$ cat config.mk
export PLATFORM = sky130hd
export DESIGN_NAME = rtav_sqrt_cell
export DESIGN_NICKNAME = d
export VERILOG_FILES = /design/src/hdl/rtav_sqrt_cell.sv
export SDC_FILE = /design/constraint.sdc
export NUM_CORES = 1
export LEC_CHECK = 0
export BUFFER_PORTS_ARGS = -buffer_cell sky130_fd_sc_hd__buf_2
export CAP_MARGIN = 20
export CORE_UTILIZATION = 48
export CTS_CLUSTER_SIZE = 24
export DETAILED_ROUTE_END_ITERATION = 16
export PLACE_DENSITY = 0.8
export SLEW_MARGIN = 20
export SYNTH_ARGS = -nofsm -noshare
export SYNTH_HDL_FRONTEND = slang
export SYNTH_SLANG_ARGS = --single-unit
$ cat constraint.sdc
create_clock -name clock -period 3.3 [get_ports clock]
set_input_delay 0.66 -clock clock [delete_from_list [all_inputs] [get_ports clock]]
set_output_delay 0.66 -clock clock [all_outputs]
set_load 0.01 [all_outputs]
$ cat src/hdl/rtav_sqrt_cell.sv
// One digit of a restoring integer square root: two radicand bits in, one root bit out.
// Standalone; chained by the top level.
`default_nettype none

module rtav_sqrt_cell #(
   parameter int NW = 32,
   parameter int RW = NW / 2
) (
   input  wire logic          clock,
   input  wire logic          en,
   input  wire logic [RW+1:0] rem_i,
   input  wire logic [RW-1:0] root_i,
   input  wire logic [NW-1:0] rest_i,
   output logic      [RW+1:0] rem_o,
   output logic      [RW-1:0] root_o,
   output logic      [NW-1:0] rest_o
);

   logic [RW+3:0] rem2;
   logic [RW+3:0] trial;
   logic [RW+3:0] diff;
   logic          ge;
   logic [RW+1:0] rem_in,  rem_ff;
   logic [RW-1:0] root_in, root_ff;
   logic [NW-1:0] rest_in, rest_ff;

   always_comb begin
      rem2    = {rem_i, rest_i[NW-1 -: 2]};
      trial   = {2'b00, root_i, 2'b01};
      diff    = rem2 - trial;
      ge      = (rem2 >= trial);
      rem_in  = ge ? diff[RW+1:0] : rem2[RW+1:0];
      root_in = {root_i[RW-2:0], ge};
      rest_in = {rest_i[NW-3:0], 2'b00};
   end

   always_ff @(posedge clock) begin
      if (en) begin
         rem_ff  <= rem_in;
         root_ff <= root_in;
         rest_ff <= rest_in;
      end
   end

   assign rem_o  = rem_ff;
   assign root_o = root_ff;
   assign rest_o = rest_ff;

endmodule

`default_nettype wire

Yosys cells after proc, flatten, opt, wreduce, memory -nomap -nowiden. Cells that the tools add are included.

Flip-flop bits (word level): 64. Logic and storage cells: 6. Input bits: 68.

$add $sub $neg: 1. Magnitude comparators: 1. Muxes and demuxes: 1.

Operator list (number): 20-bit by 18-bit >= comparator with 1-bit output (1); 18-bit two-way mux (1); 18-bit subtractor (1).

Logic depth before layout (Yosys ltp).
Depth in word-level cells: 2. Depth in mapped cells: 11.

Least setup slack after synthesis. OpenSTA, ideal clock, no wires.

Path type: input to register. From: in root_i[7]. To: reg rem_ff[10] (netlist: rem_o[10]), data pin. Data required time: 3.040 ns. Setup slack: 0.666 ns. Path buffers: 2. Library setup time: 0.260 ns. Data arrival time: 2.374 ns. Stages on the path: 11. Path through: inv_1 ha_1 buf_2 nand2_1 nor2_1 nand3_1 nor2_1 o21ai_2 o211ai_4 buf_6 mux2_2.

Cells in the longest elaborated chain, start to end: 2. Elaborated cells on any way between the ends: 3. Classes of those cells: add/sub (1); order compare (1); mux (1).

Ends and longest elaborated chain: from (decl) (RTL line 12) `input wire logic [RW-1:0] root_i,`; 20-bit by 18-bit >= comparator with 1-bit output (RTL line 31) `ge = (rem2 >= trial);`; via ge (RTL line 22) `logic ge;`; 18-bit two-way mux (RTL line 32) `rem_in = ge ? diff[RW+1:0] : rem2[RW+1:0];`; via rem_in[10] (RTL line 23) `logic [RW+1:0] rem_in, rem_ff;`; to (signal assigned) (RTL line 39) `rem_ff <= rem_in;`; to (decl) (RTL line 23).

The timed path passes the listed nets, and every way through them passes these cells. A chain may end at the register's enable or synchronous reset.

Final worst setup path.
From: in root_i[6]. To: reg rem_ff[17] (netlist: rem_o[17]), data pin.

Cells in the longest elaborated chain, start to end: 2. Elaborated cells on any way between the ends: 3. Classes of those cells: add/sub (1); order compare (1); mux (1).

Ends and longest elaborated chain (RTL line): 18-bit subtractor / 20-bit by 18-bit >= comparator with 1-bit output (equally long branches) (30, 31); 18-bit two-way mux * (32); via rem_in[17] (23).

The timed path passes the listed nets; every way through them passes the cells marked *.

==> results by group <==
Cells and area
  • Multi-input logic area: 1100 µm²
  • Fin nets: 458
  • Fillcell total: 499
  • P&R area growth vs syn: 30.0%
  • Layout cell share with drive strength beyond 1: 44.8%
  • Sequential cell area: 1920 µm²
  • Antenna cells: 0

STA
  • Crit path time final: 2.55 ns
  • Rel. slew slack: 46.9%
  • Unrepaired setup endpoints after global routing: no
  • Tcrit/Tclk final: 77.3%
  • Fmax: 392 MHz
  • Max-slew violation count: 0
  • Sum Neg Setup Slack: 0 ns
  • Final Hold Vio Count: 0
  • Final setup violation count: 0
  • Final worst slack: 0.749 ns
  • Worst-Margin Slew: 0.797 ns

Worst setup path
  • Setup CP Type: primary input to flop
  • Slowest-stage cell, CP: ha_1
  • CP Cell Sequence: buf_2 > inv_1 > ha_1 > a211o_1 > a211oi_1 > nor2_1 > nor4b_1 > nor4_1 > mux2_2
  • Largest stage delay on the critical path: 0.37 ns
  • Nature of the critical path endpoint: flop
  • WP data arrival: 2.64 ns
  • Worst-path fanout max: 7
  • Setup crit start kind: primary input
  • CP Data Required Time: 3.39 ns

Drt
  • Via density: 5.06
  • Drt drc: 0
  • 1st-pass router iterations: 4
  • WL/cell: 14.8 µm
  • Vias post-DR: 2,299
  • DRT iter0 DRCs: 147
  • Final WL: 6700 µm
  • Post-route ant nets: 0

Pwr
  • Combinational group share of total power: 20.7%
  • Internal power: 1.54 mW
  • Power share of the sequential group: 48.4%
  • Power Dens Cells: 514 nW/µm²
  • Sw Ratio: 26.5%
  • Power Total: 2.10 mW
  • Sw power: 0.555 mW
  • Peak VDD IR: 0.326 mV
  • Leak: 1.82 nW
  • Clk pwr share: 30.8%

Floorplanning
  • Initial Util: 49.7%
  • Die height: 82.9 µm
  • Row count: 29
  • Core area: 6310 µm²
  • I/O pins: 134
  • Die span in x: 82.9 µm
  • Die Area: 6860 µm²

Placed design
  • IO buf count: 131
  • Post-Place Worst Slack: 0.421 ns
  • Post-DP HPWL: 5070 µm
  • Routability cong.: 0.814

Synth
  • Yosys warns: 0
  • Post-synth EDFFs: 64
  • Post-Syn Area: 3140 µm²
  • Seq/Total Area, Yosys: 61.2%
  • Cells after synthesis: 230
  • Avg Cell Area, Syn: 13.6 µm²
  • Synth unique cells: 43
  • Async S/R FF share, synth: 0%
  • Most used flip-flop cell after synthesis: edfxtp_1
  • Post-synthesis register bit count: 64

Global routing
  • Tot GR Track Use: 20.7%
  • Gr ovfl total: 0
  • Vias in the first global route: 2,276
  • First-pass GRT wire length: 10,900 µm
  • Largest net degree at the start of global routing: 65
  • Initial antenna violation count: 0

Clocking
  • Setup Fix Bufs, Post-CTS: 0
  • Post_cts resized: 0
  • Root Driver: clkbuf_8
  • Clock sinks: 64
  • CTS hold repair buffers: 0
  • Cts bufs inserted: 9
  • CTS tree: built
  • CTS clock-pin slew for the worst setup and hold paths: 0.07 ns
  • CTS H-tree lvls: 3
  • Max clock buf depth: 2

Run status
  • Status: finished, final reports clean

Hold path
  • Hold crit path type: primary input to flop

Flow run
  • Max Cap Violations: 0
## final timing paths
| check | slack [ns] | depth (start not counted) | end | start |
|---|---|---|---|---|
| setup / recovery | 0.75 | 9 | rem_o[17] | root_i[6] |
| hold / removal | 0.49 | 1 | rest_o[17] | rest_i[15] |
## placed cells by master, fill, tap and decap left out, types with 2 or more instances in the layout
cell type	netlist	layout
edfxtp_1	64	64
nor3_1	6	6
buf_4	2	5
a31oi_1	3	3
mux2_2	13	13
clkinv_2	0	2
nor2_1	11	11
clkbuf_8	0	9
o21ai_2	2	2
nand2b_1	3	3
buf_2	2	131
nand3_1	5	5
o21a_1	6	6
a21o_1	2	2
nand4_1	2	2
inv_1	20	20
o21ai_0	2	2
xor2_1	4	4
mux2_1	2	2
a211oi_1	3	3
ha_1	18	18
mux2i_1	3	3
nand2_1	12	12
xnor2_1	10	10
a21oi_1	15	15
conb_1	1	2
## cells in the mapped netlist, drive strengths merged, types with 2 or more instances
cell | n | area, µm²
o21a | 6 | 45.0
mux2i | 3 | 30.0
nand2b | 3 | 18.8
mux2 | 15 | 169
nor2b | 2 | 15.0
o211ai | 2 | 28.8
nor3 | 6 | 30.0
a21o | 2 | 15.0
nand4 | 2 | 12.5
xor2 | 4 | 35.0
nor2 | 11 | 41.3
a211oi | 3 | 22.5
ha | 18 | 225
inv | 20 | 75.1
buf | 5 | 36.3
a21oi | 15 | 75.1
nand3 | 5 | 25.0
o21ai | 6 | 48.8
xnor2 | 10 | 87.6
nand2 | 12 | 45.0
edfxtp | 64 | 1920
a31oi | 3 | 18.8
## layer usage
layer  vias to the layer above  share of wire, %  global-route usage, %
met2                       101                49                   33.6
met1                      1051                41                   25.3
met4                         0               1.5                   7.99
li1                       1138                 -                      -
met5                         -                 0                      0
met3                         9               7.9                   7.36
## stage by stage
| step | cells | hold slack (ns) | instance area [µm²] | utilization, % |
|---|---|---|---|---|
| finish | 454 | 0.495 | 4080 | 64.6 |
| CTS | 454 | 0.477 | 4080 | 64.6 |
| floorplan | 231 | 0.759 | 3140 | - |
| detailed placement | 438 | 0.838 | 3890 | 61.6 |
| global route | 454 | 0.477 | 4080 | 64.6 |
| global placement | 438 | 0.836 | 3890 | 61.6 |
## worst max-delay path: cells and delay by family
kind / cells / cell delay, ns
simple gates: 3 / 0.54
mux: 1 / 0.27
compound gates: 2 / 0.67
buf+inv: 2 / 0.14
fa+ha+maj: 1 / 0.37
## sequential cells by signal, summed over array words and instances, names as in the netlist
signal / count
rem_o: 18
root_o: 16
rest_o: 30
## cells by family (layout without fill, tap and decap cells)
logic type               Yosys count  in the layout  share of synthesized area, %
buffers and inverters             26            172                          3.67
AND/OR/NAND/NOR                   46             46                          7.14
XOR/XNOR                          14             14                          3.91
AO/OA/AOI/OAI                     43             43                          10.4
other                              1              2                         0.120
multiplexers                      18             18                          6.34
adder cells (fa/ha/maj)           18             18                          7.18
flip-flops                        64             64                          61.2
## final cells by class
type                            count  share of cell area [%]
Clock inverter                      6                    1.47
Multi-Input combinational cell    141                    27.1
Timing Repair Buffer              136                    17.0
Sequential cell                    64                    47.1
Inverter                           20                    1.84
Tap cell                           77                    2.36
Clock buffer                       10                    3.13
## power by group through the flow
stage | Clock (mW) | Combinational [mW] | Sequential, mW
3_3_place_gp | 0 | 0.422 | 1.03
5_1_grt | 0.693 | 0.477 | 1.02
2_1_floorplan | 0 | 0.210 | 1.08
3_5_place_dp | 0 | 0.435 | 1.03
4_1_cts | 0.662 | 0.437 | 1.02
6_report | 0.646 | 0.434 | 1.02
Note: power is estimated with default switching activity, not from simulation.
