**src/hdl/rtav_pkg.sv**
```systemverilog
// Shared types, constants and helper functions for the rotation-to-viewpoint block.
// No dependencies; the files that use it refer to it by scoped names.
`default_nettype none

package rtav_pkg;

   // transaction payloads
   typedef struct packed {
      logic signed [15:0] mat_0_0;
      logic signed [15:0] mat_0_1;
      logic signed [15:0] mat_0_2;
      logic signed [15:0] mat_1_0;
      logic signed [15:0] mat_1_1;
      logic signed [15:0] mat_1_2;
      logic signed [15:0] mat_2_0;
      logic signed [15:0] mat_2_1;
      logic signed [15:0] mat_2_2;
   } req_type;

   typedef struct packed {
      logic signed [15:0] axis_x;
      logic signed [15:0] axis_y;
      logic signed [15:0] axis_z;
      logic        [15:0] angle;
      logic signed [31:0] pos_x;
      logic signed [31:0] pos_y;
      logic signed [31:0] pos_z;
      logic               axis_default;
   } rsp_type;

   // register map (word index)
   typedef enum logic [2:0] {
      REG_TRANS_X  = 3'd0,
      REG_TRANS_Y  = 3'd1,
      REG_TRANS_Z  = 3'd2,
      REG_CENTER_X = 3'd3,
      REG_CENTER_Y = 3'd4,
      REG_CENTER_Z = 3'd5
   } reg_idx_type;

   localparam int CSR_AW = 5;
   localparam logic signed [31:0] TRANS_Z_RESET = 32'sd7208960;

   // pipeline
   localparam int PIPE_DEPTH   = 52;
   localparam int AX_SQ_STEPS  = 31;   // root of a 62-bit value
   localparam int AN_SQ_STEPS  = 16;   // root of a 32-bit value
   localparam int QW           = 16;   // axis quotient bits
   localparam int NUMW         = 46;   // axis dividend
   localparam int DENW         = 32;   // axis divisor
   localparam int CORDIC_STEPS = 20;
   localparam int XW           = 34;   // CORDIC x/y
   localparam int ZW           = 24;   // CORDIC angle, Q.20

   localparam logic signed [18:0] TRACE_BIAS = 19'sd16384;
   localparam logic signed [18:0] TRACE_LIM  = 19'sd32768;
   localparam logic        [30:0] ONE_SQ     = 31'd1073741824;
   localparam logic signed [ZW-1:0] ANG_HALF_PI = 24'sd1647099;
   localparam logic        [15:0] ANGLE_MAX  = 16'd51472;
   localparam logic        [15:0] AXIS_ONE   = 16'd16384;

   localparam logic signed [ZW-1:0] ATAN_TAB [10] = '{
      24'sd823550, 24'sd486170, 24'sd256879, 24'sd130396, 24'sd65451,
      24'sd32757, 24'sd16383, 24'sd8192, 24'sd4096, 24'sd2048
   };

   // arctan(2^-i) in Q.20; past the table it is just 2^(20-i)
   function automatic logic signed [ZW-1:0] cordic_step(input int idx);
      logic signed [ZW-1:0] val;
      if (idx < 10) begin
         val = ATAN_TAB[idx];
      end else begin
         val = ZW'(1) << (CORDIC_STEPS - idx);
      end
      return val;
   endfunction

endpackage

`default_nettype wire

```
**src/hdl/rtav_cordic_cell.sv**
```systemverilog
// One vectoring-mode CORDIC iteration (step IDX), floor shifts.
// Depends on rtav_pkg for widths and the arctangent steps.
`default_nettype none

module rtav_cordic_cell #(
   parameter int IDX = 0
) (
   input  wire logic                           clock,
   input  wire logic                           en,
   input  wire logic signed [rtav_pkg::XW-1:0] x_i,
   input  wire logic signed [rtav_pkg::XW-1:0] y_i,
   input  wire logic signed [rtav_pkg::ZW-1:0] z_i,
   output logic      signed [rtav_pkg::XW-1:0] x_o,
   output logic      signed [rtav_pkg::XW-1:0] y_o,
   output logic      signed [rtav_pkg::ZW-1:0] z_o
);

   localparam logic signed [rtav_pkg::ZW-1:0] STEP = rtav_pkg::cordic_step(IDX);

   logic signed [rtav_pkg::XW-1:0] xs, ys;
   logic signed [rtav_pkg::XW-1:0] x_in, x_ff, y_in, y_ff;
   logic signed [rtav_pkg::ZW-1:0] z_in, z_ff;

   always_comb begin
      xs = x_i >>> IDX;
      ys = y_i >>> IDX;
      if (!y_i[rtav_pkg::XW-1]) begin
         x_in = x_i + ys;
         y_in = y_i - xs;
         z_in = z_i + STEP;
      end else begin
         x_in = x_i - ys;
         y_in = y_i + xs;
         z_in = z_i - STEP;
      end
   end

   always_ff @(posedge clock) begin
      if (en) begin
         x_ff <= x_in;
         y_ff <= y_in;
         z_ff <= z_in;
      end
   end

   assign x_o = x_ff;
   assign y_o = y_ff;
   assign z_o = z_ff;

endmodule

`default_nettype wire

```
**config.mk**
```make
export PLATFORM = sky130hd
export DESIGN_NAME = rtav_cordic_cell
export DESIGN_NICKNAME = d
export VERILOG_FILES = /design/src/hdl/rtav_pkg.sv /design/src/hdl/rtav_cordic_cell.sv
export SDC_FILE = /design/constraint.sdc
export NUM_CORES = 1
export LEC_CHECK = 0
export BUFFER_PORTS_ARGS = -buffer_cell sky130_fd_sc_hd__buf_2
export CAP_MARGIN = 10
export CORE_UTILIZATION = 40
export DETAILED_ROUTE_END_ITERATION = 7
export GPL_ROUTABILITY_DRIVEN = 1
export GPL_TIMING_DRIVEN = 0
export PLACE_DENSITY_LB_ADDON = 0.2
export SYNTH_ARGS = -nofsm -noshare
export SYNTH_HDL_FRONTEND = slang
export SYNTH_SLANG_ARGS = --single-unit
```
**constraint.sdc**
```tcl
create_clock -name clock -period 3.4 [get_ports clock]
set_input_delay 0.17 -clock clock [delete_from_list [all_inputs] [get_ports clock]]
set_output_delay 0.17 -clock clock [all_outputs]
set_load 0.03 [all_outputs]
```
; Word-level counts from Yosys, hierarchy flattened
; Index checks and enable logic that the tools add are counted.
[word_totals]
register_bits = 92
inputBits = 94
out_inout_bits = 92
word_cells = 11
[classes]
n_addsub = 5
muxes = 3
[op_table]
columns = operator, n
row1 = 34-bit 2-to-1 mux, 2
row2 = 34-bit subtractor, 2
row3 = 34-bit adder, 1
row4 = "24-bit by 21-bit adder with 24-bit output, second input constant", 1
row5 = 24-bit 2-to-1 mux, 1
row6 = "24-bit by 21-bit subtractor with 24-bit output, second input constant", 1

; Depth between registers and ports, before layout
[depth]
ltp_word = 2
mapped_depth = 14
ltp_nobuf = 12

; Worst setup path after synthesis
; No wires, ideal clock.
[synth_timing]
path_type = input to register
startpoint = input port y_i[33] in the netlist's numbering
endpoint = register z_ff, in the netlist z_o[20] (data pin)
setup_ns = 0.260
arrival_time_ns = 3.134
required_ns = 3.140
path_slack_ns = 0.007
cell_stages = 14
path_buffers = 3
cell_sequence = clkbuf_1 > inv_1 > clkbuf_1 > clkbuf_1 > ha_1 > a21o_1 > a21oi_1 > o21bai_1 > a21boi_0 > o31ai_1 > a2111oi_0 > o21bai_1 > a21oi_1 > xnor2_1
[synth_via]
elab_chain_cells = 1
[synth_lines]
columns = item, line_no
row1 = "start, declared", rtav_cordic_cell.sv:11  ; input wire logic signed [rtav_pkg::XW-1:0] y_i,
row2 = 24-bit 2-to-1 mux, rtav_cordic_cell.sv:27  ; if (!y_i[rtav_pkg::XW-1]) begin
row3 = "via z_in, one bit", rtav_cordic_cell.sv:22  ; logic signed [rtav_pkg::ZW-1:0] z_in, z_ff;
row4 = "end signal, assigned", rtav_cordic_cell.sv:42  ; z_ff <= z_in;
row5 = "end, declared", rtav_cordic_cell.sv:22
; The timed path passes the listed nets, and every way through them passes these cells.
; A chain may end at the register's enable or synchronous reset.

; Worst setup path in the final report
[layout_timing]
startpoint = input port x_i[3] in the netlist's numbering
endpoint = register y_ff, in the netlist y_o[31] (data pin)
[layout_via]
elab_chain_cells = 2
elab_cells_between_ends = 3
classes_between = 2 x add/sub / 1 x mux
[layout_lines]
columns = item, line_no
row1 = "start, declared", rtav_cordic_cell.sv:10  ; input wire logic signed [rtav_pkg::XW-1:0] x_i,
row2 = 34-bit subtractor / 34-bit adder (equally long branches), "rtav_cordic_cell.sv:29, rtav_cordic_cell.sv:33"
row3 = 34-bit 2-to-1 mux *, rtav_cordic_cell.sv:27
row4 = "via y_in, one bit", rtav_cordic_cell.sv:21  ; logic signed [rtav_pkg::XW-1:0] x_in, x_ff, y_in, y_ff;
row5 = "end signal, assigned", rtav_cordic_cell.sv:41  ; y_ff <= y_in;
row6 = "end, declared", rtav_cordic_cell.sv:21
; Mark *: on every way through the listed nets, which the timed path passes. The rest lies on a longest branch.

==> metrics.txt <==
cell count after synthesis=between 1,000 and 1,500; Max VDD drop=0.238 mV; HP Start=z_i[1]; Crit. Startpoint=x_i[3]; Switch Pwr=1.89 mW; final setup fails=0; Post-synth EDFFs=91; static leakage=roughly 5.0 nW; Reg power frac=33.7%; Final ANT Viol Nets=0; htree depth=3; grt total ovfl=0; CP endpoint kind=flip-flop; largest fanout on the critical path=10; TritonCTS clock tree=yes; Cell Rows=between 50 and 60; FMAX=around 310 MHz; Mapped Area=9470 µm²; ys async rst share=0%; FILL cells=roughly 2,300; number of global-route vias before repair=8,641; drt first-iter violations=~690; Post-Layout Cell Count=1,624; vias=between 9,000 and 10,000; Final Cell Area=approximately 11,000 µm²; setup TNS=0 ns; Top FF cell, synth=edfxtp_1; max_cap viols=0; fin nets=1,524; max-slew violations=0; IO Port Bufs=between 150 and 200; Clk pin slew, worst setup/hold paths=approximately 0.070 ns; status=finished, final reports clean; Antenna Cells=0; pin count of the biggest net entering global routing=63; Placeable Area=22,900 µm²; Die ar.=24,300 µm²; worst setup path class=in2reg; routed vias/inst=around 5.6; #FFs+latches synth=a little over 90; PD cells=409 nW/µm²; setup slack after layout=about 0.12 ns; initial antenna violation count=0; Final min period=between 3 and 4 ns; CTS Buf Count=9; Sink Count=between 90 and 100; most frequent cells in the layout=buf_2, a21oi_1, ha_1; Synth warnings=0; final WL=31,000 µm; part of the power in combinational logic=a little under half; Routed WL per cell=between 15 and 20 µm; Setup WS pre-CTS=-1.29 ns; die height=156 µm; DP Area=between 10,000 and 15,000 µm²; post-synthesis sequential area ratio=~29%; Worst-Margin Slew=1.18 ns; Die X=about 160 µm; switching part of the total=approximately two fifths; starting density of the core=a little over 40%; Int Power=between 2 and 3 mW; DRC=0; critical path required time=around 3.5 ns; gpl congestion=approximately 0.94; Hold Fails Final Rpt=0; syn avg cell area=8.54 µm²; I/O Pins=between 150 and 200; layout cells sized above 1=between 15 and 20%; Post-Synthesis Net Count=between 1,000 and 1,500; Area Growth Syn to Fin=17.6%; final worst-path cycle share=slightly below 100%; unrepaired setup endpoints after global routing=no; Inst Count DP=between 1,500 and 2,000; Clk pwr share=a little over a fifth; CP endpoint=y_o[31]; post-DP HPWL=around 24,000 µm; Critical Path AT=between 3 and 4 ns; Worst Setup Start Kind=input port; Max clock buf depth=2; max_slew headroom=between 20% and 30%; Detailed Routing Iterations Pass 1=5; Total GRT Usage=about a quarter; global-route wire length before repair=about 47,000 µm; Hold WC Path Type=in2reg; CTS Root Cell=clkbuf_16; commonest non-fill, non-tap cell in the layout=buf_2; Synth cell types=between 60 and 70
## cells in the mapped netlist, types with 3 or more instances
cell | number | area (µm²)
a221o_1 | 3 | 30.0
nand2_1 | 52 | 195
fa_1 | 4 | 80.1
inv_1 | 114 | 428
xnor2_1 | 70 | 613
ha_1 | 120 | 1500
mux2i_1 | 18 | 180
a211oi_1 | 13 | 97.6
a2111oi_0 | 5 | 43.8
a21o_1 | 35 | 263
o31a_1 | 8 | 70.1
xor2_1 | 16 | 140
clkbuf_1 | 30 | 113
buf_1 | 6 | 22.5
or4_1 | 4 | 30.0
o21bai_1 | 28 | 210
o31ai_1 | 11 | 82.6
o221ai_1 | 4 | 35.0
and2_1 | 5 | 31.3
a211o_1 | 4 | 35.0
a31oi_1 | 8 | 50.1
nor2b_1 | 12 | 75.1
nor4_1 | 5 | 31.3
nor2_1 | 85 | 319
nand3_1 | 15 | 75.1
a221oi_1 | 3 | 26.3
a21oi_1 | 145 | 726
or3_1 | 5 | 31.3
o21a_1 | 13 | 97.6
edfxtp_1 | 91 | 2730
nand4_1 | 14 | 87.6
buf_2 | 8 | 40.0
a21boi_0 | 3 | 22.5
nand2b_1 | 10 | 62.6
o21ai_0 | 67 | 335
o41ai_1 | 4 | 35.0
nor3_1 | 31 | 155
## critical path, cell delays in order
cell,delay [ns]
buf_2,0.10
inv_1,0.04
ha_1,0.33
buf_2,0.21
nor2_1,0.20
o211ai_1,0.18
a211oi_1,0.65
nand2_1,0.21
a21oi_1,0.28
nor3_2,0.12
o41ai_1,0.51
a21oi_1,0.16
xor2_1,0.19
## metrics by stage
stage	power, mW	utilization (%)	hold slack [ns]
final	4.55	48.6	0.0922
after global routing	4.80	48.6	0.0957
after CTS	4.56	48.5	0.0822
after detailed placement	3.57	47.2	0.349
after global placement	3.56	47.1	0.354
after floorplan	2.95	-	0.269
## flip-flops by register name, summed over array words and instances, names as in the netlist
name,count
y_o,33
z_o,24
x_o,34
## logic make-up after synthesis
family	share of synthesized area [%]
XOR/XNOR	7.95
adder cells (fa/ha/maj)	16.7
AND/OR/NAND/NOR	12.7
buffers and inverters	6.69
AO/OA/AOI/OAI	25.2
flip-flops	28.9
multiplexers	1.90
## what timing repair did
action                     in CTS  in global routing
hold buffers                    1                  0
setup buffers                   1                  0
setup endpoints to repair      16                 12
hold endpoints to repair        1                  0
gates cloned                    0                  0
gates resized for setup         2                 10
## worst min-delay path by stage
stage          endpoint  slack, ns  depth (start not counted)
4_1_cts          z_o[1]       0.08                          2
6_report         z_o[1]       0.09                          2
3_5_place_dp     z_o[0]       0.35                          1
2_1_floorplan    z_o[0]       0.27                          0
3_3_place_gp     z_o[0]       0.35                          1
5_1_grt          z_o[1]        0.1                          2
## per-layer routing
layer / track usage [%] / part of all wire, % / vias up
li1: - / - / 4365
met1: 34.1 / 44 / 4184
met2: 40.1 / 44 / 420
met3: 4.81 / 8.2 / 60
met4: 10.4 / 3.3 / 0
met5: 0 / 0 / -
## area by class of cell
type                       count  area, µm²  area share [%]
buffer                        44        190            1.71
clock buffer                   9        225            2.02
clock inverter                 7       42.5           0.382
inverter                     117        443            3.98
multi-input combinational    855       6140            55.1
sequential                    91       2730            24.5
tap                          313        392            3.52
timing repair buffer         188        976            8.76
## power by group through the flow
stage          clock (mW)  combinational (mW)  sequential [mW]
5_1_grt              1.03                2.21             1.55
6_report            0.966                2.05             1.53
3_5_place_dp            0                2.01             1.56
3_3_place_gp            0                2.01             1.56
4_1_cts              1.01                2.02             1.54
2_1_floorplan           0               0.996             1.95
No activity file was read; power rests on OpenSTA's default activity.
