==> src/hdl/rtav_div_cell.sv <==
// One quotient bit of a restoring divider (bit K), used for axis normalization.
// Standalone; chained by the top level.
`default_nettype none

module rtav_div_cell #(
   parameter int NW = 46,
   parameter int DW = 32,
   parameter int QW = 16,
   parameter int K  = 0
) (
   input  wire logic          clock,
   input  wire logic          en,
   input  wire logic [NW-1:0] rem_i,
   input  wire logic [DW-1:0] den_i,
   input  wire logic [QW-1:0] quo_i,
   output logic      [NW-1:0] rem_o,
   output logic      [DW-1:0] den_o,
   output logic      [QW-1:0] quo_o
);

   localparam int CW = ((NW > DW + QW) ? NW : DW + QW) + 1;

   logic [CW-1:0] shd;
   logic [CW-1:0] diff;
   logic          ge;
   logic [NW-1:0] rem_in, rem_ff;
   logic [DW-1:0] den_ff;
   logic [QW-1:0] quo_in, quo_ff;

   always_comb begin
      shd    = CW'(den_i) << K;
      diff   = CW'(rem_i) - shd;
      ge     = (CW'(rem_i) >= shd);
      rem_in = ge ? diff[NW-1:0] : rem_i;
      quo_in = quo_i | (QW'(ge) << K);
   end

   always_ff @(posedge clock) begin
      if (en) begin
         rem_ff <= rem_in;
         den_ff <= den_i;
         quo_ff <= quo_in;
      end
   end

   assign rem_o = rem_ff;
   assign den_o = den_ff;
   assign quo_o = quo_ff;

endmodule

`default_nettype wire

==> config.mk <==
export PLATFORM = sky130hd
export DESIGN_NAME = rtav_div_cell
export DESIGN_NICKNAME = d
export VERILOG_FILES = /design/src/hdl/rtav_div_cell.sv
export SDC_FILE = /design/constraint.sdc
export NUM_CORES = 1
export LEC_CHECK = 0
export ABC_AREA = 1
export ABC_CLOCK_PERIOD_IN_PS = 3610
export BUFFER_PORTS_ARGS = -buffer_cell sky130_fd_sc_hd__buf_2
export CAP_MARGIN = 20
export CORE_ASPECT_RATIO = 1.1
export CORE_MARGIN = 3
export CORE_UTILIZATION = 60
export CTS_BUF_LIST = sky130_fd_sc_hd__clkbuf_4 sky130_fd_sc_hd__clkbuf_8
export DETAILED_ROUTE_END_ITERATION = 7
export GPL_ROUTABILITY_DRIVEN = 0
export PLACE_DENSITY = 0.89
export SLEW_MARGIN = 30
export SYNTH_ARGS = -nofsm -noshare
export SYNTH_HDL_FRONTEND = slang
export SYNTH_SLANG_ARGS = --single-unit
==> constraint.sdc <==
create_clock -name clock -period 3.61 [get_ports clock]
set_input_delay 0.361 -clock clock [delete_from_list [all_inputs] [get_ports clock]]
set_output_delay 0.361 -clock clock [all_outputs]
set_load 0.05 [all_outputs]
[After elaboration in Yosys (flattened, before gate mapping)]
Cells that the tools add are included.
Operators by class
  multiplexer cells: 1
  bitwise logic cells: 1
  add/subtract/negate cells: 1
  $lt $le $gt $ge: 1
Operator list (number)
  $ge A46 B32 Y1: 1
  $mux W46: 1
  $sub A46 B32 Y46: 1
  $or A16 B1 Y16: 1
Word-level totals
  output and inout bits: 94
  input bits: 96
  flip-flop bits (word level): 94
  word-level logic and storage cells: 7

[Depth between registers and ports, before layout]
Gate-level depths: netlist (run 1).
  depth in word-level cells: 2
  gate-level depth with buffers: 17
  depth with buffers taken out: 16

[Worst setup path before layout (run 1)]
OpenSTA, ideal clock, no wires.
  kind: input-to-reg
  start point: input port rem_i[0]
  end point: register rem_ff[24], in the netlist rem_o[24] (data pin)
  data required time: 3.358 ns
  setup time: 0.252 ns
  cell stages on the path: 14
  path buffers: 1
  setup slack: 1.519 ns
  arrival: 1.839 ns
  cells stage by stage: inv_1 > ha_1 > fa_1 > inv_1 > nand2_1 > nand3_2 > nand2_1 > nand2_2 > nand2_1 > nand3_1 > nor2_4 > buf_6 > nand2_1 > nand2_1
Between the ends
  longest elaborated chain between the ends: 2
  elaborated cells on any way between the ends: 3
  classes of those cells: add/sub (1); order compare (1); mux (1)
Ends and longest elaborated chain
  start: declaration: line 13  | input wire logic [NW-1:0] rem_i,
  $sub A46 B32 Y46 / $ge A46 B32 Y1 (equally long branches): line 32, 33
  $mux W46 (*): line 34  | rem_in = ge ? diff[NW-1:0] : rem_i;
  via rem_in[24]: line 26  | logic [NW-1:0] rem_in, rem_ff;
  end signal: assignment: line 40  | rem_ff <= rem_in;
  end: declaration: line 26
The timed path passes the listed nets; every way through them passes the cells marked *.
A chain may end at the register's enable or synchronous reset.

[Final worst setup path (run 1)]
  start point: input port den_i[12]
  end point: register rem_ff[45], in the netlist rem_o[45] (data pin)
Between the ends
  longest elaborated chain between the ends: 2
  elaborated cells on any way between the ends: 3
  classes of those cells: add/sub (1); order compare (1); mux (1)
Ends and longest elaborated chain
  start: declaration: line 14  | input wire logic [DW-1:0] den_i,
  $sub A46 B32 Y46 / $ge A46 B32 Y1 (equally long branches): line 32, 33
  $mux W46 (*): line 34
  via rem_in[45]: line 26
Marks and branches as above.

==> tab_implementation.tex, run 1 <==
\begin{tabular}{lr}
\hline
Metric & Value \\
\hline
\multicolumn{2}{l}{\textbf{Timing}} \\
Max Slew Vio Count & 0 \\
Setup violations, final & 0 \\
RSZ-0062 raised after global routing & no \\
Fraction of the cycle the final worst path needs & approximately two thirds \\
Minimum clock period & approximately 2.4 ns \\
Hold Vio Cnt, Final & 0 \\
Final worst setup slack & about 1.2 ns \\
Max transition margin & a little under half \\
Transition time of the tightest slew-check pin & 0.8248 ns \\
Accumulated negative setup slack & 0 ns \\
Hold Worst Slack & 0.1482 ns \\
Max Clock Freq & $\sim$420 MHz \\
\multicolumn{2}{l}{\textbf{Detailed routing}} \\
Number of design-rule violations left by the first detailed-router iteration & around 660 \\
Vias per cell & $\sim$5.2 \\
Number of vias after detailed routing & 7227 \\
WL final & approximately 19 mm \\
Antenna-violating nets left & 0 \\
Pre-antenna DRT Iters & 8 \\
Detailed-route DRC error count & 0 \\
WL per Instance & about 14 um \\
\multicolumn{2}{l}{\textbf{Finish}} \\
Layout cell share with drive strength beyond 1 & 19.94\% \\
Non-filler instance count after layout & 1394 \\
Area growth syn-to-layout & 18.31\% \\
Final net count & about 1400 \\
Diode count & 0 \\
\multicolumn{2}{l}{\textbf{Die}} \\
Number of top-level pins & 190 \\
Core region area & around 12000 um\^{}2 \\
Initial core utilization & $\sim$62\% \\
Area enclosed by the die boundary & 13260 um\^{}2 \\
Placement Rows & between 40 and 50 \\
Vertical extent of the die & around 120 um \\
Die W & $\sim$110 um \\
\multicolumn{2}{l}{\textbf{Flow run}} \\
Max-cap violations & 0 \\
\multicolumn{2}{l}{\textbf{Global route}} \\
Remaining Overflow, GRT & 0 \\
Maximum number of pins on one net before global-route repair & 68 \\
Via count of the first global-routing pass & approximately 7000 \\
Global router's overall resource usage & 29.49\% \\
Number of antenna violations at the first check in global routing & 0 \\
First-pass GRT wire length & 30.48 mm \\
\multicolumn{2}{l}{\textbf{Power and ir drop}} \\
Total power divided by cell area & between 300 and 400 nW/um\^{}2 \\
Max VDD drop & 0.0002524 V \\
Reported leakage power & about 4.6 nW \\
\multicolumn{2}{l}{\textbf{Placement}} \\
Worst setup timing slack at the placement stage & 0.8395 ns \\
Count of buffers inserted at the top-level ports & roughly 190 \\
Sum of net half-perimeters after detailed placement & roughly 16 mm \\
Instance count after placement with tap cells included & between 1000 and 1500 \\
\multicolumn{2}{l}{\textbf{CTS}} \\
Root Buffer Master & clkbuf\_8 \\
Number of buffers added for setup after CTS & 0 \\
Number of H-tree branching levels & 3 \\
Clock-pin slew on the worst setup and hold paths & roughly 0.090 ns \\
Number of clock buffers inserted by TritonCTS & 9 \\
Post-CTS Hold Fix Bufs & 0 \\
Worst-case clock buffer depth & 2 \\
CTS tree & built \\
Clock sink count & 94 \\
Post-CTS Resized & 0 \\
\multicolumn{2}{l}{\textbf{Setup path}} \\
Required time at the endpoint of the critical path & $\sim$3.8 ns \\
Peak fanout along the critical path & 25 \\
Crit start category & input pin \\
Cell at the slowest stage of the critical path & nor2\_4 \\
Crit. End Element & register \\
Data arrival, critical path & $\sim$2.5 ns \\
Critical path's most frequent cell & nand2\_1 \\
Stage delay of the slowest cell on the critical path & 0.52 ns \\
Worst setup path category & input pin to register \\
Worst path cell trace & buf\_2, inv\_1, ha\_1, nand2\_1, inv\_1, nand2\_1, nand2\_1, inv\_1, nand2\_1, clkinv\_1, nand2\_2, nand2\_1, nand3\_1, nor2\_4, buf\_12, a21oi\_2 \\
\multicolumn{2}{l}{\textbf{Yosys}} \\
Cells after Synth & between 1000 and 1500 \\
Register area share after synthesis & approximately two fifths \\
Number of distinct library cells after synthesis & 28 \\
Synth Area per Inst & approximately 6.8 um\^{}2 \\
Flip-flop and latch count after synthesis & 94 \\
Summed instance area of the synthesized netlist & just over 7000 um\^{}2 \\
Yosys warns & 0 \\
Syn\_nets & between 1000 and 1500 \\
\multicolumn{2}{l}{\textbf{Worst hold path}} \\
Worst hold path type & input pin to register \\
\multicolumn{2}{l}{\textbf{Run status}} \\
Run status & complete, no violations \\
\hline
\end{tabular}
## through the flow
stage               total power (W)  util [%]  area [um^2]
floorplan                  0.002262         -         7148
detailed placement         0.002579     71.39         8240
CTS                        0.003354     73.27         8457
global placement           0.002555     71.39         8240
finish                     0.003363     73.27         8457
global route               0.003517     73.27         8457
## layout by cell type (no fill, tap or decap), drive strengths merged
| master | instances |
|---|---|
| nand2 | 459 |
| inv | 229 |
| buf | 192 |
| edfxtp | 94 |
| nor2 | 91 |
| nand3 | 52 |
| ha | 32 |
| a21oi | 26 |
| xor2 | 19 |
| nand4 | 13 |
| clkbuf | 9 |
| nor3 | 8 |
| and2 | 5 |
| o21ai | 2 |
| clkinv | 2 |
| bufinv | 2 |
| clkinvlp | 2 |
| nor4 | 2 |
| nand3b | 1 |
| a21boi | 1 |
| xnor2 | 1 |
| or2 | 1 |
| fa | 1 |
## cell type report
class | count | area (um^2)
multi-input cells | 714 | 3387
clock buffers | 9 | 123.9
fillers | 968 | 3085
inverters | 229 | 859.6
repair buffers | 192 | 983.4
well taps | 150 | 187.7
flip-flops and latches | 94 | 2823
clock inverters | 6 | 92.59
## flip-flops by register name (all words and copies together) (netlist names)
name   flops
den_o     32
rem_o     46
quo_o     16
## synthesized netlist by cell type
cell type / instances / share of area [%]
and2_1: 5 / 0.44
nand2_1: 449 / 24
clkinv_1: 2 / 0.11
nor2_4: 2 / 0.32
a21oi_1: 13 / 0.91
nor4_4: 1 / 0.30
buf_6: 7 / 1.1
nand2_4: 1 / 0.16
fa_1: 1 / 0.28
nor2_1: 80 / 4.2
edfxtp_1: 94 / 39
nand3b_1: 1 / 0.11
ha_1: 32 / 5.6
a21oi_2: 13 / 1.6
nor4_1: 1 / 0.088
nor3_1: 8 / 0.56
nand3_2: 1 / 0.14
inv_2: 3 / 0.16
nor2_2: 9 / 0.79
or2_2: 1 / 0.088
o21ai_0: 2 / 0.14
inv_1: 224 / 12
xor2_1: 19 / 2.3
xnor2_1: 1 / 0.12
nand3_1: 51 / 3.6
a21boi_2: 1 / 0.16
nand4_1: 13 / 1.1
nand2_2: 9 / 0.79
## cells by family (layout without fill, tap and decap cells)
kind of cell / after synthesis / count (layout) / share of synthesized area [%]
AOI/OAI and AO/OA: 29 / 29 / 2.801
xor gates and xnor gates: 20 / 20 / 2.451
adders and majority gates: 33 / 33 / 5.881
buffers and inverters: 236 / 436 / 13.13
DFF: 94 / 94 / 39.49
and+or+nand+nor: 632 / 632 / 36.25
## report_power, final
group          internal [W]  switching (W)
registers           0.00134      0.0000246
clock network      0.000391       0.000399
logic              0.000308       0.000897
## layer usage
| layer | track usage (%) | up-vias | part of all wire [%] |
|---|---|---|---|
| met2 | 49.70 | 403 | 48 |
| met5 | 0 | - | 0 |
| met1 | 35.45 | 3190 | 37 |
| met4 | 13.80 | 0 | 4.2 |
| li1 | - | 3548 | - |
| met3 | 6.460 | 86 | 11 |
## worst paths after layout
kind                  start   endpoint  slack [ns]  depth (start not counted)
hold / removal    quo_i[15]  quo_o[15]        0.15                          1
setup / recovery  den_i[12]  rem_o[45]        1.23                         16
## critical path: cells and delay by family
family	cells	cell delay [ns]
AO/OA/AOI/OAI	1	0.04
AND/OR/NAND/NOR	8	1.19
buffers and inverters	6	0.56
adder cells (fa/ha/maj)	1	0.32
Power figures use the tool's default switching activity.
==> run 2, diff against run 1 <==
ABC_CLOCK_PERIOD_IN_PS = 2400   (was 3610)
CORE_UTILIZATION = 55   (was 60)
PLACE_DENSITY = 0.83   (was 0.89)
clock period = 2.4 ns   (was 3.61 ns; I/O delays follow)
==> run 2 against run 1 <==
Against the previous run: combinational power up 53%; design area up 2.0%; clock power up 38%; critical path depth unchanged; die area up 8.6%; setup slack worse by 0.77 ns; wire length up 0.26%; largest cell class unchanged.
==> tab_implementation.tex, run 2 (same netlist as run 1, synthesis figures left out) <==
\begin{tabular}{lr}
\hline
Metric & Value \\
\hline
\multicolumn{2}{l}{\textbf{Detailed routing}} \\
Number of vias after detailed routing & 7152 (-1.0\%) \\
Vias per cell & 5.040 (-2.8\%) \\
Number of design-rule violations left by the first detailed-router iteration & 704 (+7.0\%) \\
WL per Instance & 13.68 um (-1.5\%) \\
Detailed-route DRC error count & 0 (unchanged) \\
WL final & 19.41 mm (+0.26\%) \\
Antenna-violating nets left & 0 (unchanged) \\
Pre-antenna DRT Iters & 6 (-2) \\
\multicolumn{2}{l}{\textbf{Power and ir drop}} \\
Reported leakage power & 4.751 nW (+2.3\%) \\
Internal & 0.003019 W (+48\%) \\
Total power divided by cell area & 579.5 nW/um\^{}2 (+46\%) \\
Part of the total power dissipated in sequential elements & 41.2\% (+0.5 points) \\
Proportion of power drawn by combinational gates & 36.9\% (+1.1 points) \\
Max VDD drop & 0.0003686 V (+46\%) \\
Switching component of the power & 0.001978 W (+50\%) \\
Share of total power in the clock network & 21.9\% (-1.6 points) \\
Switching part of the total & 39.57\% (+0.29 points) \\
\multicolumn{2}{l}{\textbf{Die}} \\
Number of top-level pins & 190 (unchanged) \\
Vertical extent of the die & 125.6 um (+4.2\%) \\
Area enclosed by the die boundary & 14400 um\^{}2 (+8.6\%) \\
Placement Rows & 43 (+4.9\%) \\
Initial core utilization & 56.54\% (-5.4 points) \\
Core region area & 12640 um\^{}2 (+9.5\%) \\
Die W & 114.7 um (+4.2\%) \\
\multicolumn{2}{l}{\textbf{Global route}} \\
Number of antenna violations at the first check in global routing & 0 (unchanged) \\
Maximum number of pins on one net before global-route repair & 39 (-43\%) \\
Remaining Overflow, GRT & 0 (unchanged) \\
Via count of the first global-routing pass & 6632 (-3.3\%) \\
Global router's overall resource usage & 27.00\% (-2.5 points) \\
First-pass GRT wire length & 30.82 mm (+1.1\%) \\
\multicolumn{2}{l}{\textbf{Setup path}} \\
Crit-path leading delay family & simple AND/OR/NAND/NOR gates \\
Crit start category & input pin \\
Timing startpoint of the critical path & rem\_i[0] \\
Cell at the slowest stage of the critical path & fa\_1 \\
Crit. End Element & register \\
Instance count on the critical path & 16 (unchanged) \\
Worst path cell trace & buf\_2, inv\_1, ha\_1, fa\_1, inv\_1, nand2\_1, nand3\_2, nand2\_1, nand2\_2, nand2\_1, nand2\_1, nand2\_1, nand2\_4, buf\_12, nand2\_1, nand2\_1 \\
Endpoint of the worst setup timing path & rem\_o[30] \\
Data arrival, critical path & 2.20 ns (-0.32 ns) \\
Worst setup path category & input pin to register \\
Peak fanout along the critical path & 17 (-32\%) \\
Required time at the endpoint of the critical path & 2.66 ns (-1.10 ns) \\
Stage delay of the slowest cell on the critical path & 0.41 ns (-0.11 ns) \\
Critical path's most frequent cell & nand2\_1 \\
Buffers \& Inverters on Critical Path & 4 (-2) \\
\multicolumn{2}{l}{\textbf{Finish}} \\
Final net count & 1386 (+1.2\%) \\
Final design area excluding fillers & 8623 um\^{}2 (+2.0\%) \\
Area growth syn-to-layout & 20.64\% \\
Largest register FFs & 46 (unchanged) \\
Layout cell share with drive strength beyond 1 & 21.08\% (+1.1 points) \\
Most common library cell in the layout ignoring fill and taps & nand2\_1 \\
Commonest non-fill, non-tap cells in the layout & nand2\_1 (449), inv\_1 (224), buf\_2 (188) \\
Diode count & 0 (unchanged) \\
\multicolumn{2}{l}{\textbf{Placement}} \\
Sum of net half-perimeters after detailed placement & 15.75 mm (+1.5\%) \\
Standard cell area after detailed placement & 8427 um\^{}2 (+2.3\%) \\
Count of buffers inserted at the top-level ports & 189 (unchanged) \\
\multicolumn{2}{l}{\textbf{CTS}} \\
Clock-pin slew on the worst setup and hold paths & 0.09 ns (about the same) \\
Root Buffer Master & clkbuf\_8 \\
Number of H-tree branching levels & 3 (unchanged) \\
Post-CTS Hold Fix Bufs & 0 (unchanged) \\
Post-CTS Resized & 0 (unchanged) \\
CTS tree & built \\
Clock sink count & 94 (unchanged) \\
Worst-case clock buffer depth & 2 (unchanged) \\
Number of clock buffers inserted by TritonCTS & 9 (unchanged) \\
Number of buffers added for setup after CTS & 0 (unchanged) \\
\multicolumn{2}{l}{\textbf{Flow run}} \\
Max-cap violations & 0 (unchanged) \\
\multicolumn{2}{l}{\textbf{Timing}} \\
Hold Vio Cnt, Final & 0 (unchanged) \\
Fraction of the cycle the final worst path needs & 80.85\% \\
Setup violations, final & 0 (unchanged) \\
Minimum clock period & $\sim$1.9 ns \\
RSZ-0062 raised after global routing & no \\
Max transition margin & 65.86\% (+21 points) \\
Max Clock Freq & 515.3 MHz \\
Accumulated negative setup slack & 0 ns (unchanged) \\
Max Slew Vio Count & 0 (unchanged) \\
Transition time of the tightest slew-check pin & 0.5121 ns (-0.3127 ns) \\
\multicolumn{2}{l}{\textbf{Worst hold path}} \\
Worst hold path type & input pin to register \\
\multicolumn{2}{l}{\textbf{Run status}} \\
Run status & complete, no violations \\
\hline
\end{tabular}
[run 2: cell type report]
type / count / area, um^2
clock buffer: 11 / 138.9
clock inverter: 5 / 57.56
fill: 1106 / 4020
inverter: 229 / 859.6
multi-input combinational: 714 / 3387
sequential: 94 / 2823
tap: 157 / 196.4
timing repair buffer: 209 / 1161
[run 2: layer usage]
layer  track usage, %  wire length (um)  up-vias
met1            37.07              8043     3116
met4            12.09               844        0
li1                 -                 -     3602
met5                0                 0        -
met3            3.921              1943       66
met2            42.31              8573      368
[run 2: worst min-delay path by stage]
stage	start	endpoint	slack [ns]	cells past startpoint
finish	quo_i[3]	quo_o[3]	0.03	1
global route	quo_i[3]	quo_o[3]	0.01	1
CTS	quo_i[4]	quo_o[4]	0.008	1
detailed placement	quo_i[4]	quo_o[4]	0.42	1
global placement	quo_i[8]	quo_o[8]	0.42	1
floorplan	den_i[0]	den_o[0]	0.34	0
[run 2: power by group through the flow]
| stage | clock network, W | logic, W | registers [W] |
|---|---|---|---|
| after floorplan | 0 | 0.000678 | 0.00272 |
| after CTS | 0.00112 | 0.00183 | 0.00206 |
| after global placement | 0 | 0.00181 | 0.00209 |
| final | 0.00109 | 0.00185 | 0.00206 |
| after global routing | 0.00119 | 0.00200 | 0.00208 |
| after detailed placement | 0 | 0.00183 | 0.00210 |
[run 2: stage by stage]
step / cells / hold slack, ns / setup slack (ns) / util, % / total power (W)
2_1_floorplan: 1044 / 0.3389 / 0.4302 / - / 0.003402
3_3_place_gp: 1403 / 0.4165 / 0.1079 / 66.65 / 0.003897
3_5_place_dp: 1403 / 0.4181 / 0.08826 / 66.65 / 0.003923
4_1_cts: 1419 / 0.008234 / 0.5077 / 68.20 / 0.005014
5_1_grt: 1419 / 0.01449 / 0.2858 / 68.20 / 0.005259
6_report: 1419 / 0.02960 / 0.4595 / 68.20 / 0.004997
